==> config.mk <==
export PLATFORM = sky130hd
export DESIGN_NAME = ple_cell
export DESIGN_NICKNAME = d
export VERILOG_FILES = /design/src/design/ple_pkg.sv /design/src/design/ple_cell.sv
export SDC_FILE = /design/constraint.sdc
export NUM_CORES = 1
export LEC_CHECK = 0
export BUFFER_PORTS_ARGS = -buffer_cell sky130_fd_sc_hd__buf_2
export CAP_MARGIN = 20
export CORE_ASPECT_RATIO = 0.5
export CORE_MARGIN = 4
export CORE_UTILIZATION = 41
export DETAILED_ROUTE_END_ITERATION = 7
export PLACE_DENSITY_LB_ADDON = 0.1
export SLEW_MARGIN = 20
export SYNTH_ARGS = -nofsm -noshare
export SYNTH_HDL_FRONTEND = slang
export SYNTH_SLANG_ARGS = --single-unit
==> constraint.sdc <==
create_clock -name clk -period 3.1 [get_ports clk]
set_input_delay 0.31 -clock clk [delete_from_list [all_inputs] [get_ports clk]]
set_output_delay 0.31 -clock clk [all_outputs]
set_load 0.01 [all_outputs]
==> src/design/ple_pkg.sv <==
// ----------------------------------------------------------------------------
// ple_pkg
// Shared types and constants for the positional list engine: list capacity,
// derived widths, command and status codes, and the control word that
// ple_ctrl broadcasts to every cell in the chain.
// ----------------------------------------------------------------------------
package ple_pkg;

  localparam int CAPACITY = 64;
  localparam int DATA_W   = 32;
  localparam int POS_W    = 7;
  localparam int IDX_W    = (CAPACITY > 1) ? $clog2(CAPACITY) : 1;
  localparam int CNT_W    = $clog2(CAPACITY + 1);
  localparam int CMP_W    = ((CNT_W > POS_W) ? CNT_W : POS_W) + 1;

  typedef enum logic [2:0] {
    OP_INS_FRONT = 3'd0,
    OP_INS_BACK  = 3'd1,
    OP_INS_AT    = 3'd2,
    OP_DEL_FRONT = 3'd3,
    OP_DEL_BACK  = 3'd4,
    OP_DEL_AT    = 3'd5,
    OP_READ_AT   = 3'd6
  } op_t;

  typedef enum logic [1:0] {
    ST_OK     = 2'd0,
    ST_BADPOS = 2'd1,
    ST_EMPTY  = 2'd2,
    ST_FULL   = 2'd3
  } status_t;

  typedef struct packed {
    logic                     ins;
    logic                     del;
    logic                     rd;
    logic [IDX_W-1:0]         idx;
    logic signed [DATA_W-1:0] value;
  } cell_ctl_t;

endpackage

==> src/design/ple_cell.sv <==
// ----------------------------------------------------------------------------
// ple_cell
// One storage slot of the list. Compares its own slot number with the
// command index and takes the left neighbor (insert shift), the new value,
// the right neighbor (delete shift) or holds. Drives its value onto the
// read bus when addressed by a read.
// ----------------------------------------------------------------------------
module ple_cell (
  input  logic                              clk,
  input  logic [ple_pkg::IDX_W-1:0]         slot,
  input  ple_pkg::cell_ctl_t                ctl,
  input  logic signed [ple_pkg::DATA_W-1:0] left,
  input  logic signed [ple_pkg::DATA_W-1:0] right,
  output logic signed [ple_pkg::DATA_W-1:0] data,
  output logic signed [ple_pkg::DATA_W-1:0] rd_data
);
  import ple_pkg::*;

  always_ff @(posedge clk) begin
    if (ctl.ins && (slot > ctl.idx)) begin
      data <= left;
    end else if (ctl.ins && (slot == ctl.idx)) begin
      data <= ctl.value;
    end else if (ctl.del && (slot >= ctl.idx)) begin
      data <= right;
    end
  end

  assign rd_data = (ctl.rd && (slot == ctl.idx)) ? data : '0;

endmodule

## Word level (Yosys, flattened, before mapping)

Cells that the tools add are included.

| operators by class | value |
|---|---|
| magnitude comparators | 2 |
| eq/ne operators | 1 |
| mux-type cells | 4 |
| reductions and logical operators | 5 |

Operators with widths:

| cell | count |
|---|---|
| 2-to-1 mux 32 bit | 4 |
| == test 6 bit | 1 |
| >= comparator 6 bit | 1 |
| greater-than comparator 6 bit | 1 |
| logical AND 1 bit | 4 |
| nonzero test 3 bit | 1 |

| word-level totals | value |
|---|---|
| register bits | 32 |
| bits of input ports | 112 |
| output and inout port bits | 64 |
| logic and storage cells | 13 |

## Logic depth before layout (Yosys ltp)

| depth | value |
|---|---|
| word-level depth | 5 |
| depth in mapped cells | 7 |
| depth with buffers taken out | 6 |

## Least setup slack after synthesis

Ideal clock, no wire load.

| timing | value |
|---|---|
| path type | input-to-reg |
| from | input ctl[37] in the netlist's numbering |
| to | register data[0] in the netlist's numbering, enable pin |
| setup time | 0.391 ns |
| arrival | 2.019 ns |
| required time | 2.709 ns |
| setup slack | 0.690 ns |
| stages on the path | 6 |
| path buffers | 1 |
| cell sequence | inv_1 > ha_1 > nand4_1 > nor2_1 > clkbuf_1 > o22a_1 |

| on the way | value |
|---|---|
| cells in the longest elaborated chain, start to end | 3 |
| elaborated cells on any way between the ends | 7 |
| those cells by class | 2 x order compare; 1 x eq/ne; 4 x reduce/logical |

RTL lines:

| what | RTL line | RTL |
|---|---|---|
| start: declaration | ple_cell.sv:11 | `input ple_pkg::cell_ctl_t ctl,` |
| greater-than comparator 6 bit (tied with other cells) | ple_cell.sv:20 | `if (ctl.ins && (slot > ctl.idx)) begin` |
| logical AND 1 bit, on equally long branches | ple_cell.sv:20, ple_cell.sv:22, ple_cell.sv:24 |  |
| nonzero test 3 bit (no line) * | - |  |
| end signal: assignment | ple_cell.sv:21 | `data <= left;` |
| end signal: assignment | ple_cell.sv:23 | `data <= ctl.value;` |
| end signal: assignment | ple_cell.sv:25 | `data <= right;` |
| end: declaration | ple_cell.sv:14 | `output logic signed [ple_pkg::DATA_W-1:0] data,` |

Every way passes the cells marked *; elsewhere a longest branch is shown, timed or not.
A chain may end at the register's enable or synchronous reset.

## Worst setup path in the final report

| timing | value |
|---|---|
| from | input ctl[37] in the netlist's numbering |
| to | register data[1] in the netlist's numbering, data pin |

| on the way | value |
|---|---|
| cells in the longest elaborated chain, start to end | 4 |
| elaborated cells on any way between the ends | 6 |
| those cells by class | 1 x order compare; 1 x eq/ne; 2 x mux; 2 x reduce/logical |

RTL lines:

| what | RTL line |
|---|---|
| parallel branches: the longest is 3 deep, another holds greater-than comparator 6 bit | - |
| 2-to-1 mux 32 bit * | ple_cell.sv:20 |

Every way passes the cells marked *.

==> run_results.csv <==
group,metric,value,unit
routing,wl_per_cell,15.29,um
routing,ant_nets,0,
routing,initialDrtViolationCount,46,
clock_network,postCtsSetupBuffers,0,
worst_setup_path,crit_top_cell,"mux2_4",
yosys,synth_xor_area_share,0,%
pwr,power.density,437.6,nW/um^2
worst_setup_path,critPathTopFamily,"simple AND/OR/NAND/NOR gates",
worst_setup_path,cp.arrival,2470,ps
clock_network,cts_tree,"built",
finish,nets,459,
worst_setup_path,crit_type,"input pin to flip-flop",
sta,hold_violations,0,
floorplanning,die_h,61.95,um
routing,wirelength,6.346,mm
sta,timing.final.crit_share,79.06,%
grt,grt_pass1_wl,8.714,mm
clock_network,cts_hold_repair.buffers,0,
worst_setup_path,end_kind,"flip-flop",
yosys,netlist_top_cells_area,"edfxtp_1 (40%), mux2_4 (38%), and3_1 (8.4%)",
clock_network,cts-resized-gates,0,
yosys,yosys_most_used_dff,"edfxtp_1",
floorplanning,die_area,7179,um^2
yosys,syn_inst,166,
finish,n_antenna_cell,0,
sta,grt_setup_unrepaired,"no",
pwr,irDropWorstVdd,0.0002156,V
worst_setup_path,worst-path-max-fanout,32,
worst_setup_path,worstPathRequired,3120,ps
place,numPortBuffers,175,
worst_setup_path,critPathBufInv,2,
yosys,synthDistinctLibCells,21,
sta,slew_headroom,44.39,%
yosys,yosysTopAreaCell,"edfxtp_1",
grt,first_global_vias,1922,
worst_setup_path,crit_path_start_kind,"input pin",
finish,largest_reg_flops,32,
yosys,synthMostInstantiatedCell,"mux2_4",
routing,vias,1992,
flow_run,maxCapViolCount,0,
yosys,yosysWarnings,0,
yosys,synth_common_cells,"mux2_4 (60), and3_1 (32), edfxtp_1 (32)",
sta,fmax,408.0,MHz
finish,multi_input_area,1326,um^2
outcome,status,"finished, final reports clean",
finish,syn2layout_area_growth,45.94,%
finish,seqCellArea,960.9,um^2
floorplanning,num_rows,19,
finish,layout-drive-gt1-share,74.85,%
clock_network,htreeDepth,2,
sta,min_period,2451,ps
yosys,async_flop_share,0,%
grt,gr-total-overflow,0,
sta,whs,337.0,ps
clock_network,cts-root-buf,"clkbuf_16",
pwr,power.leakage,0.002035,uW
routing,drcViolationCount,0,
worst_hold_path,min-delay-path-class,"input pin to flip-flop",
floorplanning,core,5563,um^2
yosys,synth_seq_cells,32,
floorplanning,initial_core_util,42.89,%
yosys,synthAdderAreaFrac,3.146,%
finish,largest-register,"data",
place,place_area,3314,um^2
yosys,syn_area,2386,um^2
sta,tightest_slew,834.2,ps
floorplanning,die_w,115.9,um
yosys,synth-seq-area-share,40.27,%
finish,top_regs,"data x32",
finish,fillerInstances,473,
finish,design_area,3482,um^2
yosys,synth_top_family_by_area,"multiplexers",
yosys,synth_compound_area_share,1.678,%
floorplanning,io_pins,176,
sta,tns,0,ps
yosys,synth-simple-area-share,11.01,%
place,dp.final_hpwl,5.181,mm
yosys,synth_nets,284,
clock_network,numClockSinks,32,
clock_network,path_clk_slew,50,ps
yosys,synth_area_per_cell,14.37,um^2
worst_setup_path,slowest_delay,630,ps
sta,fin_ws,649.1,ps
place,place_congestion,0.7879,
worst_setup_path,cpMaxStageDelayCell,"nand4_4",
yosys,synth-edff-count,32,
sta,slew_viol_final,0,
place,preCtsSetupSlack,340.0,ps
grt,grt_max_degree,33,
grt,antenna_found_initial,0,
routing,first_pass_iters,4,
worst_setup_path,crit_chain,"buf_2 -> inv_1 -> ha_1 -> and4_4 -> nand4_4 -> mux2_4 -> mux2_4",
routing,vias_per_cell,4.800,
clock_network,cts_buffers,5,
yosys,yosysTopAreaCellShare,40.27,%
sta,setup_viol_count_final,0,
clock_network,clock_path_buffers,2,
grt,grt_use_total,15.76,%
yosys,synth_mux_area_share,39.64,%
kinds of logic after synthesis:
family          Yosys count
fa+ha+maj                 6
simple gates             40
buf+inv                  18
compound gates            6
mux                      64
flops                    32
stage by stage:
step | std cells | total power [uW] | utilization (%)
after floorplan | 166 | 813.4 | -
after global placement | 407 | 974.1 | 59.58
after detailed placement | 407 | 986.9 | 59.58
after CTS | 415 | 1542 | 62.60
after global routing | 415 | 1593 | 62.60
final | 415 | 1524 | 62.60
final timing paths:
| kind | start | end | slack, ps | cells past startpoint |
|---|---|---|---|---|
| max | ctl[37] | data[1] | 650 | 7 |
| min | left[2] | data[2] | 340 | 2 |
power by group:
part / switching, uW / internal [uW] / total [uW]
combinational: 165 / 212 / 377
sequential: 28.6 / 566 / 595
clock: 176 / 377 / 553
total: 369 / 1150 / 1520
metal layers:
layer	vias to the layer above	wire length (um)	GRT usage (%)
met2	85	3426	32.87
met1	917	2352	16.16
li1	986	-	-
met3	4	534	4.836
met5	-	0	0
met4	0	34	2.645
placed cells by master, fill, tap and decap left out, drive strengths merged, types with 2 or more instances in the layout:
cell type and instances:
buf 180, mux2 64, and3 32, edfxtp 32, inv 6, ha 6
clkbuf 5, o21ai 2, nand3 2, nand4 2
area by class of cell:
cell class / instances / share of cell area (%)
flip-flops and latches: 32 / 27.60
clock inverters: 3 / 1.222
clock buffers: 5 / 3.593
repair buffers: 180 / 26.23
multi-input cells: 116 / 38.09
inverters: 6 / 0.6468
well taps: 73 / 2.623
(Power assumes the default switching activity.)
