===== src/design/ple_pkg.sv =====
// ----------------------------------------------------------------------------
// ple_pkg
// Shared types and constants for the positional list engine: list capacity,
// derived widths, command and status codes, and the control word that
// ple_ctrl broadcasts to every cell in the chain.
// ----------------------------------------------------------------------------
package ple_pkg;

  localparam int CAPACITY = 64;
  localparam int DATA_W   = 32;
  localparam int POS_W    = 7;
  localparam int IDX_W    = (CAPACITY > 1) ? $clog2(CAPACITY) : 1;
  localparam int CNT_W    = $clog2(CAPACITY + 1);
  localparam int CMP_W    = ((CNT_W > POS_W) ? CNT_W : POS_W) + 1;

  typedef enum logic [2:0] {
    OP_INS_FRONT = 3'd0,
    OP_INS_BACK  = 3'd1,
    OP_INS_AT    = 3'd2,
    OP_DEL_FRONT = 3'd3,
    OP_DEL_BACK  = 3'd4,
    OP_DEL_AT    = 3'd5,
    OP_READ_AT   = 3'd6
  } op_t;

  typedef enum logic [1:0] {
    ST_OK     = 2'd0,
    ST_BADPOS = 2'd1,
    ST_EMPTY  = 2'd2,
    ST_FULL   = 2'd3
  } status_t;

  typedef struct packed {
    logic                     ins;
    logic                     del;
    logic                     rd;
    logic [IDX_W-1:0]         idx;
    logic signed [DATA_W-1:0] value;
  } cell_ctl_t;

endpackage


===== src/design/ple_ctrl.sv =====
// ----------------------------------------------------------------------------
// ple_ctrl
// Command decode: checks the position against the entry count, picks the
// status, the slot index and the next count, and forms the control word
// for the cell chain. Shift and read enables are gated by fire.
// ----------------------------------------------------------------------------
module ple_ctrl (
  input  logic                              fire,
  input  logic [2:0]                        opcode,
  input  logic signed [ple_pkg::DATA_W-1:0] value,
  input  logic [ple_pkg::POS_W-1:0]         position,
  input  logic [ple_pkg::CNT_W-1:0]         fill,
  output ple_pkg::cell_ctl_t                ctl,
  output ple_pkg::status_t                  status,
  output logic [ple_pkg::CNT_W-1:0]         fill_next
);
  import ple_pkg::*;

  logic [CMP_W-1:0] pos_x;
  logic [CMP_W-1:0] fill_x;
  logic             full;
  logic             empty;
  logic             pos_ok_ins;
  logic             pos_ok;
  logic [IDX_W-1:0] pos_idx;
  logic [IDX_W-1:0] back_idx;
  logic             ins;
  logic             del;
  logic             rd;
  logic [IDX_W-1:0] idx;

  assign pos_x      = CMP_W'(position);
  assign fill_x     = CMP_W'(fill);
  assign full       = (fill == CNT_W'(CAPACITY));
  assign empty      = (fill == '0);
  assign pos_ok_ins = (pos_x != '0) && (pos_x <= fill_x + CMP_W'(1));
  assign pos_ok     = (pos_x != '0) && (pos_x <= fill_x);
  assign pos_idx    = IDX_W'(pos_x - CMP_W'(1));
  assign back_idx   = IDX_W'(fill - CNT_W'(1));

  always_comb begin
    ins    = 1'b0;
    del    = 1'b0;
    rd     = 1'b0;
    idx    = '0;
    status = ST_OK;
    unique case (opcode)
      OP_INS_FRONT: begin
        if (full) status = ST_FULL;
        else ins = 1'b1;
      end
      OP_INS_BACK: begin
        idx = IDX_W'(fill);
        if (full) status = ST_FULL;
        else ins = 1'b1;
      end
      OP_INS_AT: begin
        idx = pos_idx;
        if (!pos_ok_ins) status = ST_BADPOS;
        else if (full) status = ST_FULL;
        else ins = 1'b1;
      end
      OP_DEL_FRONT: begin
        if (empty) status = ST_EMPTY;
        else del = 1'b1;
      end
      OP_DEL_BACK: begin
        idx = back_idx;
        if (empty) status = ST_EMPTY;
        else del = 1'b1;
      end
      OP_DEL_AT: begin
        idx = pos_idx;
        if (empty) status = ST_EMPTY;
        else if (!pos_ok) status = ST_BADPOS;
        else del = 1'b1;
      end
      OP_READ_AT: begin
        idx = pos_idx;
        if (empty) status = ST_EMPTY;
        else if (!pos_ok) status = ST_BADPOS;
        else rd = 1'b1;
      end
      default: status = ST_BADPOS;
    endcase
  end

  always_comb begin
    fill_next = fill;
    if (ins) fill_next = fill + CNT_W'(1);
    else if (del) fill_next = fill - CNT_W'(1);
  end

  assign ctl.ins   = fire && ins;
  assign ctl.del   = fire && del;
  assign ctl.rd    = fire && rd;
  assign ctl.idx   = idx;
  assign ctl.value = value;

endmodule


===== config.mk =====
export PLATFORM = sky130hd
export DESIGN_NAME = ple_ctrl
export DESIGN_NICKNAME = d
export VERILOG_FILES = /design/src/design/ple_pkg.sv /design/src/design/ple_ctrl.sv
export SDC_FILE = /design/constraint.sdc
export NUM_CORES = 1
export LEC_CHECK = 0
export ABC_AREA = 0
export BUFFER_PORTS_ARGS = -buffer_cell sky130_fd_sc_hd__buf_4
export CAP_MARGIN = 30
export CORE_MARGIN = 2
export CORE_UTILIZATION = 40
export DETAILED_ROUTE_END_ITERATION = 16
export MAX_ROUTING_LAYER = met4
export PLACE_DENSITY = 0.84
export SLEW_MARGIN = 25
export SYNTH_ARGS = -nofsm -noshare
export SYNTH_HDL_FRONTEND = slang
export SYNTH_SLANG_ARGS = --single-unit

===== constraint.sdc =====
create_clock -name vclk -period 3.3
set_input_delay 0.165 -clock vclk [all_inputs]
set_output_delay 0.165 -clock vclk [all_outputs]
set_load 0.005 [all_outputs]

== Word level (Yosys, flattened, before mapping) ==
Index checks and enable logic that the tools add are counted.

* $lt $le $gt $ge: 2
* Muxes and demuxes: 17
* $add $sub $neg: 4
* Reduce and logical (&&, ||, !) cells: 12
* Equal/unequal tests: 7

{| class="wikitable"
|+ Operators with widths
! operator !! number
|-
| 6-bit case mux with 3 select lines || 1
|-
| 7-bit 2-to-1 mux || 2
|-
| 3-bit equality test (second input constant) || 3
|-
| 7-bit by 1-bit adder with 8-bit output (second input constant) || 1
|-
| 7-bit by 8-bit <= comparator with 1-bit output || 1
|-
| 2-bit 2-to-1 mux || 4
|-
| 2-bit case mux with 4 select lines || 1
|-
| 8-bit nonzero test || 1
|-
| 7-bit by 1-bit adder with 7-bit output (second input constant) || 1
|-
| 7-bit equality test (second input constant) || 1
|-
| 7-bit <= comparator || 1
|-
| 7-bit zero test || 1
|-
| 1-bit 2-to-1 mux || 7
|-
| 7-bit by 1-bit subtractor with 7-bit output (second input constant) || 1
|-
| 3-bit by 2-bit equality test with 1-bit output (second input constant) || 2
|-
| 2-bit OR reduction || 3
|-
| 6-bit by 1-bit subtractor with 6-bit output (second input constant) || 1
|-
| 1-bit logical AND || 5
|-
| 1-bit case mux with 2 select lines || 2
|-
| 3-bit by 1-bit equality test with 1-bit output (second input constant) || 1
|-
| 3-bit zero test || 1
|-
| 3-bit OR reduction || 1
|}

* Bits in registers: 0
* Logic and storage cells: 42
* Output and inout bits: 50
* Input bits: 50

== Longest topological paths before layout ==
* Depth after elaboration: 7
* Depth in mapped cells: 12
* Gate-level depth less buffers: 12

== Worst setup path after synthesis ==
OpenSTA, ideal clock, no wires.

* Path type: in2out
* Start point: in fill[4] (netlist name)
* End point: out fill_next[1] (netlist name)
* Required time: 3135 ps
* Arrival time: 2557 ps
* Buffers on the path: 1
* Cell stages on the path: 11
* Setup slack: 578 ps
* Path through: buf_2 -> inv_1 -> nor3_1 -> xnor2_1 -> ha_1 -> a21o_1 -> a2111oi_4 -> nor4b_4 -> nor4_4 -> a22oi_2 -> a221oi_2

* Word-level cells in the longest chain between the ends: 7
* Elaborated cells between the ends (all ways): 16
* Classes of those cells: add/sub: 1; order compare: 2; eq/ne: 1; mux: 9; reduce/logical: 3

{| class="wikitable"
|+ Ends and longest elaborated chain
! element !! line !! source
|-
| from (decl) || ple_ctrl.sv:12 || <nowiki>input logic [ple_pkg::CNT_W-1:0] fill,</nowiki>
|-
| branches (longest 6 deep; another with 7-bit by 1-bit adder with 8-bit output) || - ||
|-
| 7-bit 2-to-1 mux (*) || ple_ctrl.sv:90 || <nowiki>if (ins) fill_next = fill + CNT_W'(1);</nowiki>
|-
| to (decl) || ple_ctrl.sv:15 || <nowiki>output logic [ple_pkg::CNT_W-1:0] fill_next</nowiki>
|}

Mark *: on every way between the ends.

== Worst setup path in the final report ==
* Start point: in fill[0] (netlist name)
* End point: out fill_next[0] (netlist name)

The elaborated chain is that of the path after synthesis.

==> impl_results.md <==
- CP required: 3.13 ns
- Mapped Area: 1399 sq um
- FMAX: approximately 0.32 GHz
- Setup bufs post-CTS: 0
- Distinct cells, synth: between 40 and 50
- Via-per-instance ratio: ~5.6
- Crit-path cells: buf_4, ha_1, and3_4, nand3_1, xnor2_2, ha_1, nand3_2, a211oi_2, a2111oi_4, nor4b_4, nor4_4, buf_4, a21oi_1, xnor2_1, buf_4
- Area Overhead vs Synth: 4.830%
- Critical Path Most Common Cell: buf_4
- Setup TNS: 0 ns
- PwrDens: approximately 160 nW/um^2
- CP arrival: about 2.9 ns
- Top delay family on crit path: simple AND/OR/NAND/NOR gates
- RSZ-0062 raised after global routing: false
- Placed Cells: 234
- Fin crit share: between 90% and 100%
- Peak supply drop: 45.07 uV
- WL final: between 3000 and 4000 um
- FILL cells: 350
- Placer Congestion: 0.9746
- Die width: around 63 um
- Max Slew Vio Count: 0
- Status: complete, no violations
- Period minus WS final: 3.095 ns
- Antenna diode count: 0
- Antenna-violating nets left: 0
- Leakage power: ~0.64 nW
- Sequential cells: 0
- Pre-CTS setup slack: between 0.1 and 0.15 ns
- Top cell type's share of synthesized area: 17.71%
- Hold_buf cts: 0
- Worst-Margin Slew: 0.6210 ns
- HPWL Detailed: around 2900 um
- Critical setup path kind: primary input to primary output
- Largest net degree at the start of global routing: 20
- Hold Vio Cnt, Final: 0
- DR pass1 iterations: 4
- Initial antenna violation count: 0
- DRC: 0
- Die footprint: about 4000 sq um
- Via count: 1309
- Ys Warns: 0
- Cell Rows: 21
- Final setup vio count: 0
- Total gr overflow: 0
- GRT Overall Usage: 17.50%
- Post-synthesis sequential area ratio: 0%
- Final std cells w/o fill: about 230
- Core Box Area: roughly 3300 sq um
- CP max stage cell: ha_1
- Synth area leader: buf_4
- Synth Instances: ~190
- Crit path buffers/inverters: 3
- Critical path's largest stage delay: about 0.36 ns
- Hold Path Class: primary input to primary output
- Relative max-transition margin: slightly below 60%
- Mean post-synth cell area: roughly 7.4 sq um
- IO Pins: 100
- Synth area leaders: buf_4 (18%), ha_1 (15%), xnor2_1 (7.5%), nand2_1 (3.5%), a21oi_1 (3.2%)
- First-pass GRT wire length: roughly 5700 um
- Die height: ~63 um
- Worst setup margin: a little over 0.2 ns
- Vias in the first global route: 1234
- Crit. End Element: primary output
- Starting Density: 41.92%
- Max cap viols: 0
- Worst-path maximum fanout: 8
- Net count after synthesis: approximately 260
- Post-synth top cells: buf_4 (33), ha_1 (17), nand2_1 (13)
- Sequential Area: 0 sq um
- WL/cell: 14.48 um
- Nets: around 260
- 1st-iter DRT viols: around 120
- Port Buffers: 36
- Startpoint types: primary input
- Clock buffers: 0
- Dominant cell by count in the synthesized netlist: buf_4
- Layout cells sized above 1: between 30% and 40%
through the flow:
stage / hold slack [ns] / cell area, sq um / total power (W) / utilization, %
3_5_place_dp: 0.3300 / 1449 / 0.0002260 / 43.42
5_1_grt: 0.3300 / 1466 / 0.0002516 / 43.94
2_1_floorplan: 0.3900 / 1399 / 0.0001751 / -
4_1_cts: 0.3300 / 1449 / 0.0002268 / 43.42
3_3_place_gp: 0.3300 / 1449 / 0.0002222 / 43.42
6_report: 0.3300 / 1466 / 0.0002277 / 43.94
metal layers:
| layer | GRT usage [%] | up-vias | share of wire [%] |
|---|---|---|---|
| li1 | - | 654 | - |
| met3 | 3.571 | 6 | 7.1 |
| met4 | 1.389 | 0 | 0.74 |
| met1 | 22.52 | 603 | 45 |
| met5 | - | - | 0 |
| met2 | 29.39 | 46 | 47 |
final timing paths:
| check | from | endpoint | slack [ns] | depth (start not counted) |
|---|---|---|---|---|
| max | fill[0] | fill_next[0] | 0.21 | 15 |
| min | value[13] | ctl[13] | 0.33 | 0 |
cell usage in the layout (no fill, tap or decap), drive strengths merged, types with 4 or more instances in the layout:
master / n
xnor2: 12
nor3: 9
nand3: 9
nor4: 4
o21ai: 10
ha: 17
buf: 38
a21oi: 9
a22oi: 4
mux2i: 4
nor2: 7
nand2: 13
o22ai: 4
inv: 10
cell type report:
| class | count | area (sq um) | area share (%) |
|---|---|---|---|
| repair buffers | 38 | 285.3 | 19.45 |
| inverters | 12 | 45.04 | 3.072 |
| multi-input cells | 138 | 1079 | 73.55 |
| well taps | 46 | 57.56 | 3.925 |
cell families after synthesis:
logic type	after synthesis	share of synthesized area [%]
simple gates	56	23.08
buf+inv	51	24.15
compound gates	46	25.31
fa+ha+maj	17	15.21
xor+xnor	15	9.392
mux	4	2.862
repair_timing:
action / 4_1_cts / 5_1_grt
endpoints found under the hold margin: 0 / 0
endpoints found under the setup margin: 0 / 6
resized for setup: 0 / 3
where the power goes:
group / internal [W] / leakage, nW / switching [W]
combinational: 0.000111 / 0.642 / 0.000117
sequential: 0 / 0 / 0
clock: 0 / 0 / 0
Power figures use the tool's default switching activity.
